==> src/sv/bgba_pkg.sv <==
`timescale 1ns / 1ps
`default_nettype none
// ----------------------------------------------------------------------------
// bgba_pkg: shared constants and types of the block group bitmap allocator
// Geometry of the group maps, memory word layout, operation and status codes.
// ----------------------------------------------------------------------------
package bgba_pkg;

  // File system geometry
  localparam int GROUPS       = 8;
  localparam int MAP_BITS     = 4096;
  localparam int GROUP_STRIDE = 32768;
  localparam int DATA_BASE    = 2051;
  localparam int DATA_QUOTA   = 4096;
  localparam int INODE_STRIDE = 32768;

  // Free counters
  localparam int CNT_W      = 13;
  localparam int COUNT_MAX  = 8191;
  localparam int QUOTA_INIT = (DATA_QUOTA > COUNT_MAX) ? COUNT_MAX : DATA_QUOTA;

  // Memory word layout: map position p of a group sits in word p/WORD_W, bit p%WORD_W
  localparam int WORD_W     = 64;
  localparam int BIT_W      = $clog2(WORD_W);
  localparam int WPG        = (MAP_BITS + WORD_W - 1) / WORD_W;
  localparam int WORD_IDX_W = (WPG > 1) ? $clog2(WPG) : 1;
  localparam int ISSUE_W    = $clog2(WPG + 1);
  localparam int LAST_BITS  = MAP_BITS - (WPG - 1) * WORD_W;
  localparam int RAM_DEPTH  = GROUPS * WPG;
  localparam int ADDR_W     = (RAM_DEPTH > 1) ? $clog2(RAM_DEPTH) : 1;

  // Group index widths
  localparam int GIDX_W = (GROUPS > 1) ? $clog2(GROUPS) : 1;
  localparam int GCNT_W = $clog2(GROUPS + 1);

  // Stream fields
  localparam int OP_W     = 2;
  localparam int GRP_IN_W = 3;
  localparam int IDX_W    = 18;
  localparam int ST_W     = 2;
  localparam int S_DATA_W = 24;
  localparam int M_DATA_W = 24;

  // Operation codes
  localparam logic [OP_W-1:0] OP_ALLOC_DATA  = 2'd0;
  localparam logic [OP_W-1:0] OP_ALLOC_INODE = 2'd1;
  localparam logic [OP_W-1:0] OP_FREE_DATA   = 2'd2;

  // Status codes
  localparam logic [ST_W-1:0] ST_OK      = 2'd0;
  localparam logic [ST_W-1:0] ST_NONE    = 2'd1;
  localparam logic [ST_W-1:0] ST_INVALID = 2'd2;

  // Word search result
  typedef struct packed {
    logic             found;
    logic [BIT_W-1:0] bit_idx;
  } find_t;

endpackage
`default_nettype wire

==> src/sv/bgba_find.sv <==
`timescale 1ns / 1ps
`default_nettype none
// ----------------------------------------------------------------------------
// bgba_find: first-fit search of one map word
// Bytes from low to high, inside a byte the highest bit first. Bits past the
// end of the map in the last word of a group count as taken.
// ----------------------------------------------------------------------------
module bgba_find
  import bgba_pkg::*;
(
  input  wire logic [WORD_W-1:0] word,
  input  wire logic              last,
  output find_t                  res
);

  localparam int NBYTES = WORD_W / 8;
  localparam int BSEL_W = (NBYTES > 1) ? $clog2(NBYTES) : 1;

  logic [WORD_W-1:0] occ;
  logic [NBYTES-1:0] byte_free;
  logic [BSEL_W-1:0] bsel;
  logic [7:0]        sel_byte;
  logic [2:0]        ksel;

  // mark the tail of the last word as occupied
  always_comb begin
    for (int i = 0; i < WORD_W; i++) begin
      occ[i] = word[i] | (last && (i >= LAST_BITS));
    end
  end

  // lowest byte holding a clear bit
  always_comb begin
    bsel = '0;
    for (int b = 0; b < NBYTES; b++) begin
      byte_free[b] = ~&occ[b*8 +: 8];
    end
    for (int b = NBYTES - 1; b >= 0; b--) begin
      if (byte_free[b]) begin
        bsel = BSEL_W'(b);
      end
    end
  end

  // highest clear bit in that byte
  always_comb begin
    ksel     = '0;
    sel_byte = occ[{bsel, 3'b000} +: 8];
    for (int k = 0; k < 8; k++) begin
      if (!sel_byte[k]) begin
        ksel = 3'(k);
      end
    end
  end

  assign res.found   = |byte_free;
  assign res.bit_idx = BIT_W'({bsel, ksel});

endmodule
`default_nettype wire
==> config.mk <==
export PLATFORM = sky130hd
export DESIGN_NAME = bgba_find
export DESIGN_NICKNAME = d
export VERILOG_FILES = /design/src/sv/bgba_pkg.sv /design/src/sv/bgba_find.sv
export SDC_FILE = /design/constraint.sdc
export NUM_CORES = 1
export LEC_CHECK = 0
export BUFFER_PORTS_ARGS = -buffer_cell sky130_fd_sc_hd__buf_2
export CORE_MARGIN = 5
export CORE_UTILIZATION = 41
export DETAILED_ROUTE_END_ITERATION = 16
export PLACE_DENSITY = 0.85
export SYNTH_ARGS = -nofsm -noshare
export SYNTH_HDL_FRONTEND = slang
export SYNTH_SLANG_ARGS = --single-unit
==> constraint.sdc <==
create_clock -name vclk -period 3.6
set_clock_uncertainty 0.05 [all_clocks]
set_input_delay 0.72 -clock vclk [all_inputs]
set_output_delay 0.72 -clock vclk [all_outputs]
set_load 0.02 [all_outputs]
# Word level (Yosys, flattened, before mapping)
# Cells that the tools add are included.
# word_totals
latch_bits	0
rom_bits	0
ram_bits	0
regBits	0
elab_cells	33
n_memories	0
in_bits	65
# classes
bitwise_logic	0
n_eq_ne	0
n_shift	1
n_div	0
order_cmp	0
muxes	15
n_addsub	0
reduce_logical	17
n_mul	0
# op_table
cell	n
$reduce_and 8->1	8
$shiftx 64x7->8	1
$mux 3	12
$logic_not 1->1	8
$reduce_or 8->1	1
$mux 2	2
$mux 1	1

# Longest topological paths before layout
# logic_depth
ltp_word	17
ltp_mapped	10

# Worst setup path before layout
# No wires, ideal clock.
# synth_timing
path_kind	input to output
from	input word[31]
to	output res[1] (netlist name)
n_path_buf	0
cell_stages	8
t_required_ns	2.830
arrival_time_ns	3.042
path_slack_ns	-0.212
cell_sequence	nand4_1 > nor4_2 > a221oi_4 > o31ai_4 > mux2_1 > a221oi_1 > nor2_1 > o31ai_1
# synth_lines
item	line_no	source
start, declared	bgba_find.sv:11	input wire logic [WORD_W-1:0] word,
end, declared	bgba_find.sv:13	output find_t res

==> summary.md <==
| Metric | Value |
|---|---|
| Status | `finished with violations` |
| Failing checks | `negative setup slack` |
| Internal Power | `0.0702 mW` |
| Final Total Pwr | `0.138 mW` |
| DPL Wire Length | `3.46 mm` |
| Placed Cells | `251` |
| Peak Freq | `252 MHz` |
| Final setup vio count | `3` |
| Final worst slack | `-0.375 ns` |
| Number of I/O port buffers | `71` |
| Startpoint types | `input port` |
| Total wire length | `6.37 mm` |
| Largest stage delay, worst path | `0.40 ns` |
| WHS | `2.03 ns` |
| Routed Antenna Nets | `0` |
| Layout cells sized above 1 | `0.661` |
| Arr. time, crit path | `3.20 ns` |
| Setup repair after global routing missed its margin | `true` |
| Die area | `0.00307 mm²` |
| Clock network fraction of design power | `0` |
| Final Core Density | `0.936` |
| Hold Crit Class | `in2out` |
| Crit-path leading delay family | `compound AO/OA/AOI/OAI gates` |
| CP Capture Type | `output port` |
| Max FO, Critical Path | `5` |
| Initial DRC Count | `170` |
| GPL Wtd Cong | `0.929` |
| Unique masters post-synth | `41` |
| Commonest non-fill, non-tap cell in the layout | `buf_2` |
| Syn Area/Cell | `7.42 µm²` |
| Mapped Cells | `114` |
| Per-cell routed wire length | `24.1 µm` |
| Initial antenna violation count | `0` |
| Pre-CTS WS | `-0.299 ns` |
| Final Non-Filler Cells | `264` |
| Area delta synth->final | `117%` |
| Final hold violations | `0` |
| Pleak | `0.808 nW` |
| Starting density of the core | `0.431` |
| Commonest cells after routing, fill and taps aside | `buf_2, buf_4, nand4_1` |
| Nets@finish | `303` |
| Pin count of the biggest net entering global routing | `10` |
| DRC Markers | `0` |
| Top Ports | `72` |
| Worst Path Buf+Inv | `4` |
| Psw | `0.0674 mW` |
| Worst Setup Path Type | `in2out` |
| Top cells by area, synth | `mux2i_1, nand4_1, nand3_1, nor4_2, o21ai_0` |
| Number of global-route vias before repair | `1768` |
| Rows | `16` |
| Least-Margin Pin Slew | `0.340 ns` |
| Max-slew headroom | `0.771` |
| Fin. max-slew vios | `0` |
| Remaining Overflow, GRT | `0` |
| Yosys warning count | `0` |
| Fillcell total | `70` |
| Storage cell area | `0 µm²` |
| Via/cell ratio | `6.99` |
| First-pass GRT wire length | `7.63 mm` |
| Clock buf count | `0` |
| CP cell instances | `buf_6 -> nand4_1 -> buf_4 -> nor4_4 -> a221oi_4 -> o31ai_4 -> buf_12 -> mux2_4 -> a221oi_4 -> nor2_2 -> o31ai_4 -> buf_6` |
| Pwr dens | `75.0 mW/mm²` |
| Syn Nets | `179` |
| Core Area | `0.00196 mm²` |
| Slowest cell on crit path | `a221oi_4` |
| Area share of the largest cell type after synthesis | `0.166` |
| Register area share after synthesis | `0` |
| CP required | `2.83 ns` |
| Crit share post-route | `1.10` |
| Area leader, netlist | `mux2i_1` |
| Power share of the sequential group | `0` |
| Vias | `1846` |
| Drt pass-1 iters | `5` |
| Sw Ratio | `0.490` |
| Total Routing Usage GR | `0.298` |
| Die Y | `55.4 µm` |
| Worst VDD drop | `0.0000585 V` |
| Min cycle time layout | `3.97 ns` |
| Max cap viols | `0` |
| Combinational group share of total power | `1.000` |
| Mapped Area | `846 µm²` |
| Num sequential | `0` |
| Die Wd | `55.4 µm` |
==> cell families after synthesis <==
family,share of synthesized area
simple gates,0.419
mux,0.179
compound gates,0.354
buf+inv,0.0488
==> power by group through the flow <==
stage / registers, mW / logic, mW / clock network [mW]
2_1_floorplan: 0 / 0.0345 / 0
3_3_place_gp: 0 / 0.0992 / 0
3_5_place_dp: 0 / 0.103 / 0
4_1_cts: 0 / 0.118 / 0
5_1_grt: 0 / 0.142 / 0
6_report: 0 / 0.138 / 0.0000000373
==> per-layer routing <==
| layer | routed length [µm] | global-route usage |
|---|---|---|
| met1 | 2080 | 0.294 |
| met2 | 2890 | 0.515 |
| met3 | 763 | 0.0769 |
| met4 | 637 | 0.247 |
| met5 | 0 | 0 |
==> worst min-delay path: stages <==
cell and delay (ns):
buf_2 0.11, o21ai_0 0.11, a21oi_2 0.08, o21ai_4 0.10
nor2_2 0.07, o31ai_4 0.06, buf_6 0.11
==> worst paths after layout <==
path / startpoint / to / slack, ns / depth (start not counted)
max: word[31] / res[1] / -0.37 / 12
min: word[7] / res[1] / 2.03 / 7
==> synthesized netlist by cell type, types with 2 or more instances <==
cell type	number
mux2i_1	14
nand3_1	12
nand4_1	15
or2_1	2
nor2_1	6
o21ai_0	7
and4_1	2
or4_1	2
a21oi_1	3
a21oi_2	2
inv_2	2
nand2_1	9
a211oi_2	2
a22oi_1	3
buf_2	2
nor4_2	3
o211ai_1	4
==> through the flow <==
stage          area [µm²]  setup TNS [ns]
3_3_place_gp         1540          -0.522
4_1_cts              1770          -0.419
6_report             1840           -1.03
5_1_grt              1830           -1.42
2_1_floorplan         860         -0.0238
3_5_place_dp         1540          -0.799
==> layout make-up <==
class	instances	area (µm²)	share of cell area
timing repair buffer	124	856	0.466
tap	27	33.8	0.0184
timing repair inverter	1	7.51	0.00409
inverter	4	27.5	0.0150
antenna	1	2.50	0.00136
multi-input combinational	107	908	0.495
==> timing repair <==
item                       in CTS  in global routing
setup endpoints to repair       3                  3
pin swaps                      19                  8
cloned                          1                  0
setup buffers                   9                  2
hold buffers                    0                  0
gates resized for setup        29                 11
Note: power is estimated with default switching activity, not from simulation.
